[src/rtl/assert_macros.svh]
// Assertion macros shared by the lru stack distance RTL.
`ifndef ASSERT_MACROS_SVH
`define ASSERT_MACROS_SVH
`ifndef SYNTHESIS
// Check an expression at every clock edge outside reset.
`define LSD_ASSERT_ALWAYS(lbl, expr, msg) \
	lbl: assert property (@(posedge clk) disable iff (!arst_n) (expr)) else $error(msg);
// Check that an antecedent implies a consequent at the same edge.
`define LSD_ASSERT_IMPL(lbl, ante, cons, msg) \
	lbl: assert property (@(posedge clk) disable iff (!arst_n) (ante) |-> (cons)) else $error(msg);
// Check that an antecedent implies a consequent at the next edge.
`define LSD_ASSERT_NEXT(lbl, ante, cons, msg) \
	lbl: assert property (@(posedge clk) disable iff (!arst_n) (ante) |=> (cons)) else $error(msg);
`else
`define LSD_ASSERT_ALWAYS(lbl, expr, msg)
`define LSD_ASSERT_IMPL(lbl, ante, cons, msg)
`define LSD_ASSERT_NEXT(lbl, ante, cons, msg)
`endif
`endif

[src/rtl/lsd_pkg.sv]
// Package with sizes, types and helpers of the lru stack distance block.
`timescale 1ns / 1ps
package lsd_pkg;
	localparam int MAX_ENTRIES = 64;
	localparam int PAGE_BITS = 20;
	localparam int IN_PAGE_W = 20;
	localparam int CAP_W = 7;
	localparam logic [CAP_W-1:0] CAP_RESET = 7'd64;
	localparam int DEPTH_W = 6;
	localparam int CNT_W = $clog2(MAX_ENTRIES + 1);
	localparam int DEPTH_CALC_W = (CNT_W > DEPTH_W) ? CNT_W : DEPTH_W;
	localparam int DEPTH_MAX = (1 << DEPTH_W) - 1;

	typedef logic [PAGE_BITS-1:0] page_t;
	typedef logic [CNT_W-1:0] count_t;

	// Per-cell control from the top level
	typedef struct packed {
		logic accept;
		logic valid;
	} cell_ctl_t;

	// Clamp the capacity register to 1 .. MAX_ENTRIES
	function automatic count_t eff_cap(input logic [CAP_W-1:0] cap);
		int c;
		c = int'(cap);
		if (c == 0) c = 1;
		if (c > MAX_ENTRIES) c = MAX_ENTRIES;
		return count_t'(c);
	endfunction
endpackage

[src/rtl/lsd_intf.sv]
// Channel interfaces of the lru stack distance block.
`timescale 1ns / 1ps
interface lsd_page_if;
	logic valid;
	logic ready;
	logic [lsd_pkg::IN_PAGE_W-1:0] page_number;
	modport source (output valid, output page_number, input ready);
	modport sink (input valid, input page_number, output ready);
endinterface

interface lsd_res_if;
	logic valid;
	logic ready;
	logic hit;
	logic [lsd_pkg::DEPTH_W-1:0] stack_depth;
	modport source (output valid, output hit, output stack_depth, input ready);
	modport sink (input valid, input hit, input stack_depth, output ready);
endinterface

interface lsd_cfg_if;
	logic valid;
	logic ready;
	logic [lsd_pkg::CAP_W-1:0] capacity;
	modport source (output valid, output capacity, input ready);
	modport sink (input valid, input capacity, output ready);
endinterface

[src/rtl/lsd_cell.sv]
// One entry of the recency stack: holds a page, compares it, shifts from its neighbor.
`timescale 1ns / 1ps
module lsd_cell (
	input  logic              clk,
	input  lsd_pkg::cell_ctl_t ctl,
	input  lsd_pkg::page_t    key,
	input  lsd_pkg::page_t    nb_page,
	input  logic              found_in,
	output logic              found_out,
	output logic              first_hit,
	output lsd_pkg::page_t    page
);
	import lsd_pkg::*;

	page_t page_q;
	logic  match;

	// Compare the stored page against the incoming item
	assign match = ctl.valid && (page_q == key);
	assign first_hit = match && !found_in;
	assign found_out = found_in || match;
	assign page = page_q;

	// Advance from the neighbor while no hit lies closer to the top
	always_ff @(posedge clk) begin
		if (ctl.accept && !found_in) begin
			page_q <= nb_page;
		end
	end
endmodule

[src/rtl/lru_stack_distance.sv]
// Top level of the lru stack distance block: cell chain, count and result register.
`timescale 1ns / 1ps
// Usage:
//   req carries one page reference per item (page_number). rsp returns one
//   result per item: hit, and stack_depth (0 = most recently used) on a hit,
//   0 on a miss. cfg writes the capacity register (1..64, 0 acts as 1, larger
//   values act as 64); lowering it drops the least recent pages at once.
// Latency: the result is registered and appears the cycle after the item is
//   accepted.
// Throughput: one item per cycle unless stalled. Every cell compares its page with
//   the item in parallel; the hit flag ripples down the cell chain and the cells
//   above the hit (all of them on a miss) shift down by one in the same cycle.
// Reset: the stack is empty (count 0) and capacity is 64. Cell contents need
//   no clearing; the count marks which cells hold pages.
// Stall: while rsp holds a result that is not taken, req.ready stays low and
//   the result holds. cfg is always ready.
`include "assert_macros.svh"
module lru_stack_distance (
	input logic clk,
	input logic arst_n,
	lsd_page_if.sink req,
	lsd_res_if.source rsp,
	lsd_cfg_if.sink cfg
);
	import lsd_pkg::*;

	logic [CAP_W-1:0] cap_q;
	count_t count_q;
	count_t count_d;
	count_t cap_eff;
	count_t cap_new;
	logic out_valid_q;
	logic hit_q;
	logic [DEPTH_W-1:0] depth_q;
	logic acc;
	logic cfg_we;
	logic miss_grow;
	page_t key;
	page_t cell_page [MAX_ENTRIES];
	logic [MAX_ENTRIES:0] found;
	logic [MAX_ENTRIES-1:0] first_hit;
	logic any_hit;
	logic [DEPTH_CALC_W-1:0] depth_full;
	logic [DEPTH_W-1:0] depth_sat;

	// Handshakes
	assign req.ready = !out_valid_q || rsp.ready;
	assign acc = req.valid && req.ready;
	assign cfg.ready = 1'b1;
	assign cfg_we = cfg.valid;
	assign key = req.page_number[PAGE_BITS-1:0];
	assign cap_eff = eff_cap(cap_q);
	assign cap_new = eff_cap(cfg.capacity);

	// Chain of cells, top of stack at cell 0
	assign found[0] = 1'b0;
	for (genvar i = 0; i < MAX_ENTRIES; i++) begin : g_cell
		cell_ctl_t ctl;
		page_t nb_page;
		assign ctl.accept = acc;
		assign ctl.valid = count_t'(i) < count_q;
		if (i == 0) begin : g_top
			assign nb_page = key;
		end else begin : g_rest
			assign nb_page = cell_page[i-1];
		end
		lsd_cell u_cell (
			.clk       (clk),
			.ctl       (ctl),
			.key       (key),
			.nb_page   (nb_page),
			.found_in  (found[i]),
			.found_out (found[i+1]),
			.first_hit (first_hit[i]),
			.page      (cell_page[i])
		);
	end
	assign any_hit = found[MAX_ENTRIES];

	// Encode the position of the first hit
	always_comb begin
		depth_full = '0;
		for (int i = 0; i < MAX_ENTRIES; i++) begin
			if (first_hit[i]) depth_full = depth_full | DEPTH_CALC_W'(i);
		end
		if (depth_full > DEPTH_CALC_W'(DEPTH_MAX)) depth_sat = DEPTH_W'(DEPTH_MAX);
		else depth_sat = depth_full[DEPTH_W-1:0];
	end

	// Grow the stack on a miss while below capacity and no capacity write is made
	assign miss_grow = acc && !any_hit && !cfg_we && (count_q < cap_eff);

	// Next fill count: clamp on a capacity write, grow on a miss
	always_comb begin
		count_d = count_q;
		if (cfg_we) begin
			if (count_q > cap_new) count_d = cap_new;
		end else if (miss_grow) begin
			count_d = count_q + count_t'(1);
		end
	end

	// Control registers
	always_ff @(posedge clk or negedge arst_n) begin
		if (!arst_n) begin
			cap_q <= CAP_RESET;
			count_q <= '0;
			out_valid_q <= 1'b0;
		end else begin
			if (cfg_we) cap_q <= cfg.capacity;
			count_q <= count_d;
			if (acc) out_valid_q <= 1'b1;
			else if (rsp.ready) out_valid_q <= 1'b0;
		end
	end

	// Result payload, held while the receiver stalls
	always_ff @(posedge clk) begin
		if (acc) begin
			hit_q <= any_hit;
			depth_q <= any_hit ? depth_sat : '0;
		end
	end

	assign rsp.valid = out_valid_q;
	assign rsp.hit = hit_q;
	assign rsp.stack_depth = depth_q;

	// Checks
	`LSD_ASSERT_ALWAYS(a_count_cap, count_q <= cap_eff, "fill count above capacity")
	`LSD_ASSERT_ALWAYS(a_one_hit, $onehot0(first_hit), "more than one first hit")
	`LSD_ASSERT_IMPL(a_miss_depth, rsp.valid && !rsp.hit, rsp.stack_depth == '0, "miss with depth")
	`LSD_ASSERT_NEXT(a_miss_grow, miss_grow, count_q == $past(count_q) + count_t'(1), "stack did not grow")
endmodule
[src/flat_wrapper.sv]
// flat-port wrapper written by rule: the top's interface ports become plain ports
module lru_stack_distance_flat import lsd_pkg::*;
  (clk, arst_n, req_valid, req_page_number, req_ready, rsp_valid, rsp_hit, rsp_stack_depth, rsp_ready, cfg_valid, cfg_capacity, cfg_ready);
  lsd_page_if req_i ();
  lsd_res_if rsp_i ();
  lsd_cfg_if cfg_i ();
  input logic clk;
  input logic arst_n;
  input wire logic [$bits(req_i.valid)-1:0] req_valid;
  input wire logic [$bits(req_i.page_number)-1:0] req_page_number;
  output wire logic [$bits(req_i.ready)-1:0] req_ready;
  output wire logic [$bits(rsp_i.valid)-1:0] rsp_valid;
  output wire logic [$bits(rsp_i.hit)-1:0] rsp_hit;
  output wire logic [$bits(rsp_i.stack_depth)-1:0] rsp_stack_depth;
  input wire logic [$bits(rsp_i.ready)-1:0] rsp_ready;
  input wire logic [$bits(cfg_i.valid)-1:0] cfg_valid;
  input wire logic [$bits(cfg_i.capacity)-1:0] cfg_capacity;
  output wire logic [$bits(cfg_i.ready)-1:0] cfg_ready;
  assign req_i.valid = req_valid;
  assign req_i.page_number = req_page_number;
  assign req_ready = req_i.ready;
  assign rsp_valid = rsp_i.valid;
  assign rsp_hit = rsp_i.hit;
  assign rsp_stack_depth = rsp_i.stack_depth;
  assign rsp_i.ready = rsp_ready;
  assign cfg_i.valid = cfg_valid;
  assign cfg_i.capacity = cfg_capacity;
  assign cfg_ready = cfg_i.ready;
  lru_stack_distance u_core (.clk(clk), .arst_n(arst_n), .req(req_i), .rsp(rsp_i), .cfg(cfg_i));
endmodule
[config.mk]
export PLATFORM = sky130hd
export DESIGN_NAME = lru_stack_distance_flat
export DESIGN_NICKNAME = d
export VERILOG_FILES = /design/src/rtl/lsd_pkg.sv /design/src/rtl/lsd_intf.sv /design/src/rtl/lsd_cell.sv /design/src/rtl/lru_stack_distance.sv /design/src/flat_wrapper.sv
export VERILOG_INCLUDE_DIRS = /design/src /design/src/rtl
export SDC_FILE = /design/constraint.sdc
export NUM_CORES = 2
export LEC_CHECK = 0
export BUFFER_PORTS_ARGS = -buffer_cell sky130_fd_sc_hd__buf_2
export CAP_MARGIN = 20
export CORE_UTILIZATION = 55
export DETAILED_ROUTE_END_ITERATION = 10
export PLACE_DENSITY_LB_ADDON = 0.25
export RECOVER_POWER = 50
export SLEW_MARGIN = 20
export SYNTH_ARGS = -nofsm -noshare
export SYNTH_HDL_FRONTEND = slang
export SYNTH_SLANG_ARGS = --single-unit
export TNS_END_PERCENT = 1
[constraint.sdc]
create_clock -name clk -period 16.35 [get_ports clk]
set_clock_uncertainty 0.15 [all_clocks]
set_input_delay 0.8175 -clock clk [delete_from_list [all_inputs] [get_ports clk]]
set_output_delay 0.8175 -clock clk [all_outputs]
set_load 0.02 [all_outputs]
# Word level (Yosys, flattened, before mapping)
# Cells that the tools add are included.
# op_classes
add_sub_neg	1
magnitude_cmp	69
eq_ne	65
mux	76
reduce_logical	329
# ops
cell	n
$eq A20 B20 Y1	64
$lt A6 B7 Y1 const A	32
$mux W6	33
$logic_and A1 B1 Y1	194
$lt A5 B7 Y1 const A	16
$mux W5	16
$logic_not A1 Y1	66
$logic_or A1 B1 Y1	64
$mux W7	9
$lt A4 B7 Y1 const A	8
$mux W4	8
$lt A3 B7 Y1 const A	4
$gt A7 B7 Y1 const B	2
$logic_not A7 Y1	2
$lt A1 B7 Y1 const A	2
$lt A2 B7 Y1 const A	2
$mux W3	4
$add A7 B1 Y7 const B	1
$gt A7 B6 Y1 const B	1
$gt A7 B7 Y1	1
$lt A7 B7 Y1	1
$mux W1	4
$mux W2	2
$reduce_bool A2 Y1	2
other kinds (2)	2
# totals
ff_bits	1302
inputBits	32
out_inout_bits	10
elab_cells	609

# Depth between registers and ports, before layout
# depth
word_depth	72
ltp_mapped	16
mapped_depth_nobuf	12

# Cells and area by module
# Synthesis repeated with hierarchy kept, for this count alone.
# hier_totals
hier_cells	3501
hier_area_um2	56042.5
# modules_own_cells
mod	n_inst	cells_each	area_each_um2
lsd_cell	64	50	840.8
lru_stack_distance	1	301	2230.9

# Worst setup path after synthesis
# No wires, ideal clock.
# synth_timing
kind	input -> register
start	input req_page_number[16]
end	register u_core.g_cell[54].u_cell.page_q[0] (enable)
setup_time_ps	378
arrival_time_ps	5751
required_time_ps	15822
path_slack_ps	10070
cell_stages	11
n_path_buf	3
path_cell_list	buf_4 -> buf_4 -> buf_4 -> xor2_1 -> nor4_1 -> or4b_1 -> nor4_2 -> and3_1 -> nand2_1 -> nor4_1 -> and2_1
# synth_between
elab_chain_cells	57
word_cells_on_any_way	163
cone_classes	54 x eq/ne; 109 x reduce/logical
# synth_lines
item	line_no	source
start: declaration	flat_wrapper.sv:10	input wire logic [$bits(req_i.page_number)-1:0] req_page_number;
$eq A20 B20 Y1	lsd_cell.sv:19	assign match = ctl.valid && (page_q == key);
$logic_and A1 B1 Y1	lsd_cell.sv:19	
$logic_or A1 B1 Y1 (52 in a row)	lsd_cell.sv:21	assign found_out = found_in || match;
$logic_or A1 B1 Y1 (*)	lsd_cell.sv:21	
$logic_not A1 Y1 (*)	lsd_cell.sv:26	if (ctl.accept && !found_in) begin
$logic_and A1 B1 Y1 (*)	lsd_cell.sv:26	
end signal: assignment	lsd_cell.sv:27	page_q <= nb_page;
end: declaration	lsd_cell.sv:15	page_t page_q;
# Every way passes the cells marked *; elsewhere a longest branch is shown, timed or not.
# A chain may end at the register's enable or synchronous reset.

# Final worst setup path
# layout_timing
start	input req_page_number[13]
end	register u_core.g_cell[47].u_cell.page_q[10] (enable)
# layout_between
elab_chain_cells	50
word_cells_on_any_way	142
cone_classes	47 x eq/ne; 95 x reduce/logical
# layout_lines
item	line_no
$eq A20 B20 Y1	lsd_cell.sv:19
$logic_and A1 B1 Y1	lsd_cell.sv:19
$logic_or A1 B1 Y1 (45 in a row)	lsd_cell.sv:21
$logic_or A1 B1 Y1 (*)	lsd_cell.sv:21
$logic_not A1 Y1 (*)	lsd_cell.sv:26
$logic_and A1 B1 Y1 (*)	lsd_cell.sv:26
end signal: assignment	lsd_cell.sv:27
end: declaration	lsd_cell.sv:15
# Marks and branches as above.

==> impl_metrics.py <==
metrics = {
    "global_route": {
        "grt_antenna_before_repair": 7,
        "grt_pass1_vias": 31130,
        "grt_pass1_wl_um": 215300,
        "grt_max_degree": 46,
        "grt_remaining_overflow": 0,
        "track_usage_pct": 28.62,
    },
    "final_layout": {
        "num-fill-cells": 7522,
        "fin_nets": 3745,
        "area_growth_pct": 9.850,
        "seqCellArea_mm2": 0.03902,
        "multi_input_comb_area_mm2": 0.01660,
        "drive_above_1_share_pct": 8.686,
    },
    "flow_run": {
        "drv_cap": 20,
    },
    "timing": {
        "fmax_mhz": 116.9,
        "max_slew_margin_pct": -195.3,
        "fin_hold_ws_ps": 130.1,
        "finalSetupViolCount": 0,
        "finalHoldViolCount": 0,
        "max_slew.worst_pin.slew_ps": 4429,
        "post-route-period-util_pct": 52.30,
        "finalSetupTns_ps": 0,
        "finalCriticalPeriod_ps": 8551,
        "slew_violations": 623,
        "rsz0062_at_grt": "false",
    },
    "placed_design": {
        "place_congestion": 0.8736,
        "port_buffers": 40,
        "dp_hpwl_um": 98410,
    },
    "clock_network": {
        "clockBufferDepth": 3,
        "cts_sinks": 1302,
        "cts.repair.resized": 0,
        "htree_levels": 4,
        "clk_pin_slew_ps": 60,
        "cts-buffers-inserted": 136,
        "root_buffer": "clkbuf_16",
        "cts_tree": "yes",
        "clock_latency_ps": 760,
    },
    "logic_synthesis": {
        "synthFlopType": "edfxtp_1",
        "synth_cells": 3607,
        "yosysWarnings": 0,
        "syn_area_mm2": 0.05673,
        "synth.avg_cell_area_um2": 15.73,
        "synth_seq_area_share_pct": 68.79,
        "synth_edf_count": 1287,
        "ys_types": 87,
        "syn_nets": 3653,
        "synth_async_sr_flop_share_pct": 1.152,
        "synth_seq_cells": 1302,
    },
    "worst_setup_path": {
        "crit_slowest_cell": "clkbuf_1",
        "startpoint_type": "input pin",
        "worstRegToRegCells": 11,
        "path_cells": "clkbuf_1 -> buf_4 -> xor2_1 -> nor4_1 -> nand4_1 -> o22ai_2 -> or3b_4 -> nor4_4 -> buf_4 -> nand2_2 -> or4_4 -> nor2_4 -> and3_1",
        "cp-end-kind": "flop",
        "cp-startpoint": "req_page_number[13]",
        "r2r_start": "u_core.count_q[1]",
        "endpoint": "u_core.g_cell[47].u_cell.page[10]",
        "worst-path-max-fanout": 43,
        "rrSetupSlack_ps": 10270,
        "r2r_end": "u_core.g_cell[54].u_cell.page[14]",
        "critPathRequiredTime_ps": 16550,
        "arrival_ps": 8750,
        "max_stage_delay_ps": 3050,
        "crit_top_cell": "buf_4",
        "critical_path_class": "in2reg",
    },
    "run_status": {
        "violations": "capacitance limit, slew limit",
        "outcome": "finished, violations left",
    },
    "floorplanning": {
        "fp.dieH_um": 323.2,
        "dieArea_mm2": 0.1044,
        "die_x_um": 323.2,
        "rows": 117,
        "ios": 42,
        "start_util_pct": 55.60,
        "coreArea_mm2": 0.1020,
    },
    "route": {
        "first_pass_iters": 5,
        "via_per_inst": 6.098,
        "routed_wl_um": 147800,
        "drt_iter0_drc": 4037,
        "antenna_left": 0,
        "vias": 31520,
        "drc": 0,
        "wl_per_cell_um": 28.60,
    },
    "power": {
        "peakVddDrop_uv": 99.52,
        "power.density_mw_per_mm2": 126.3,
        "power.leakage_uw": 0.02048,
        "power_uw": 7872,
    },
    "hold_path": {
        "worstHoldStart": "req_valid",
        "hold_class": "in2reg",
    },
}
==> flip-flops by register name (all words and copies together), names as in the netlist <==
name / count
u_core.cap_q: 7
u_core.count_q: 7
u_core.g_cell.u_cell.page: 1280
u_core.rsp.hit: 1
u_core.rsp.stack_depth: 6
u_core.rsp.valid: 1
==> through the flow <==
| step | instance area [um^2] | setup slack, ps | utilization (%) | instances |
|---|---|---|---|---|
| after floorplan | 56730 | 10070 | - | 3607 |
| after CTS | 62380 | 9936 | 61.13 | 5167 |
| after detailed placement | 58240 | 9144 | 57.08 | 4928 |
| after global routing | 62320 | 7578 | 61.08 | 5168 |
| after global placement | 58220 | 9292 | 57.06 | 4927 |
| final | 62320 | 7799 | 61.08 | 5168 |
==> critical path, delay by kind of cell <==
kind | cells | cell delay, ps
AOI/OAI and AO/OA | 1 | 190
xor gates and xnor gates | 1 | 200
buffers and inverters | 3 | 4110
and+or+nand+nor | 8 | 3310
==> area by class of cell <==
cell class / instances / area share, %
Antenna cell: 1 / 0.004015
Clock buffer: 161 / 5.714
Clock inverter: 77 / 0.9055
Inverter: 24 / 0.1446
Multi-Input combinational cell: 2117 / 26.64
Sequential cell: 1302 / 62.62
Tap cell: 1368 / 2.747
Timing Repair Buffer: 118 / 1.227
==> cells in the mapped netlist (19+ instances only) <==
cell type	number	share of area [%]
nor3_1	45	0.40
a21oi_1	25	0.22
buf_2	39	0.34
nand4_1	198	2.2
edfxtp_1	1287	68
buf_4	102	1.3
xnor2_1	636	9.8
nor2_1	59	0.39
nand2_1	53	0.35
nand3_1	32	0.28
xor2_1	644	9.9
o21ai_0	19	0.17
nor4_1	182	2.0
inv_1	22	0.15
==> cell families (layout without fill, tap and decap cells) <==
family | count (synthesis) | in the layout | synth area share [%]
compound gates | 147 | 147 | 1.870
buf+inv | 188 | 380 | 2.144
flops | 1302 | 1302 | 68.79
mux | 6 | 6 | 0.1191
fa+ha+maj | 14 | 14 | 0.3088
other cells | 1 | 2 | 0.006610
simple gates | 669 | 669 | 7.005
xor+xnor | 1280 | 1280 | 19.76
==> timing repair <==
action | CTS | global route
buffers inserted | 0 | 0
endpoints found under the setup margin | 0 | 0
endpoints found under the hold margin | 14 | 0
hold buffers | 1 | 0
==> report_power, final <==
group	switching (uW)	internal [uW]	total [uW]	leakage [uW]
clock network	1290	1650	2930	0.00203
logic	576	278	853	0.00602
registers	172	3910	4080	0.0124
==> placed cells by master, fill, tap and decap left out, drive strengths merged, types with 6 or more instances in the layout <==
| cell | count |
|---|---|
| a2111oi | 13 |
| a211oi | 15 |
| a21oi | 25 |
| and2 | 13 |
| and3 | 12 |
| buf | 92 |
| bufinv | 6 |
| clkbuf | 186 |
| clkinv | 63 |
| dfrtp | 14 |
| edfxtp | 1287 |
| ha | 14 |
| inv | 30 |
| mux2 | 6 |
| nand2 | 54 |
| nand2b | 13 |
| nand3 | 32 |
| nand4 | 199 |
| nor2 | 61 |
| nor3 | 46 |
| nor4 | 187 |
| o2111ai | 7 |
| o21ai | 23 |
| or2 | 9 |
| or3 | 8 |
| or4 | 9 |
| xnor2 | 636 |
| xor2 | 644 |
==> worst min-delay path by stage <==
stage,endpoint,slack [ps],cells past startpoint
after floorplan,u_core.g_cell[10].u_cell.page[12],300,0
after detailed placement,u_core.g_cell[1].u_cell.page[7],300,0
after global routing,u_core.rsp.valid,130,2
final,u_core.rsp.valid,130,2
after CTS,u_core.rsp.valid,100,2
after global placement,u_core.g_cell[1].u_cell.page[16],300,0
==> metal layers <==
metal  GRT usage, %  wire length (um)  share of wire, %
met2          43.81             67110                45
met3          5.353             14100               9.5
met1          41.71             62320                42
met4          8.805              4244               2.9
met5              0                13            0.0088
Note: power is estimated with default switching activity, not from simulation.
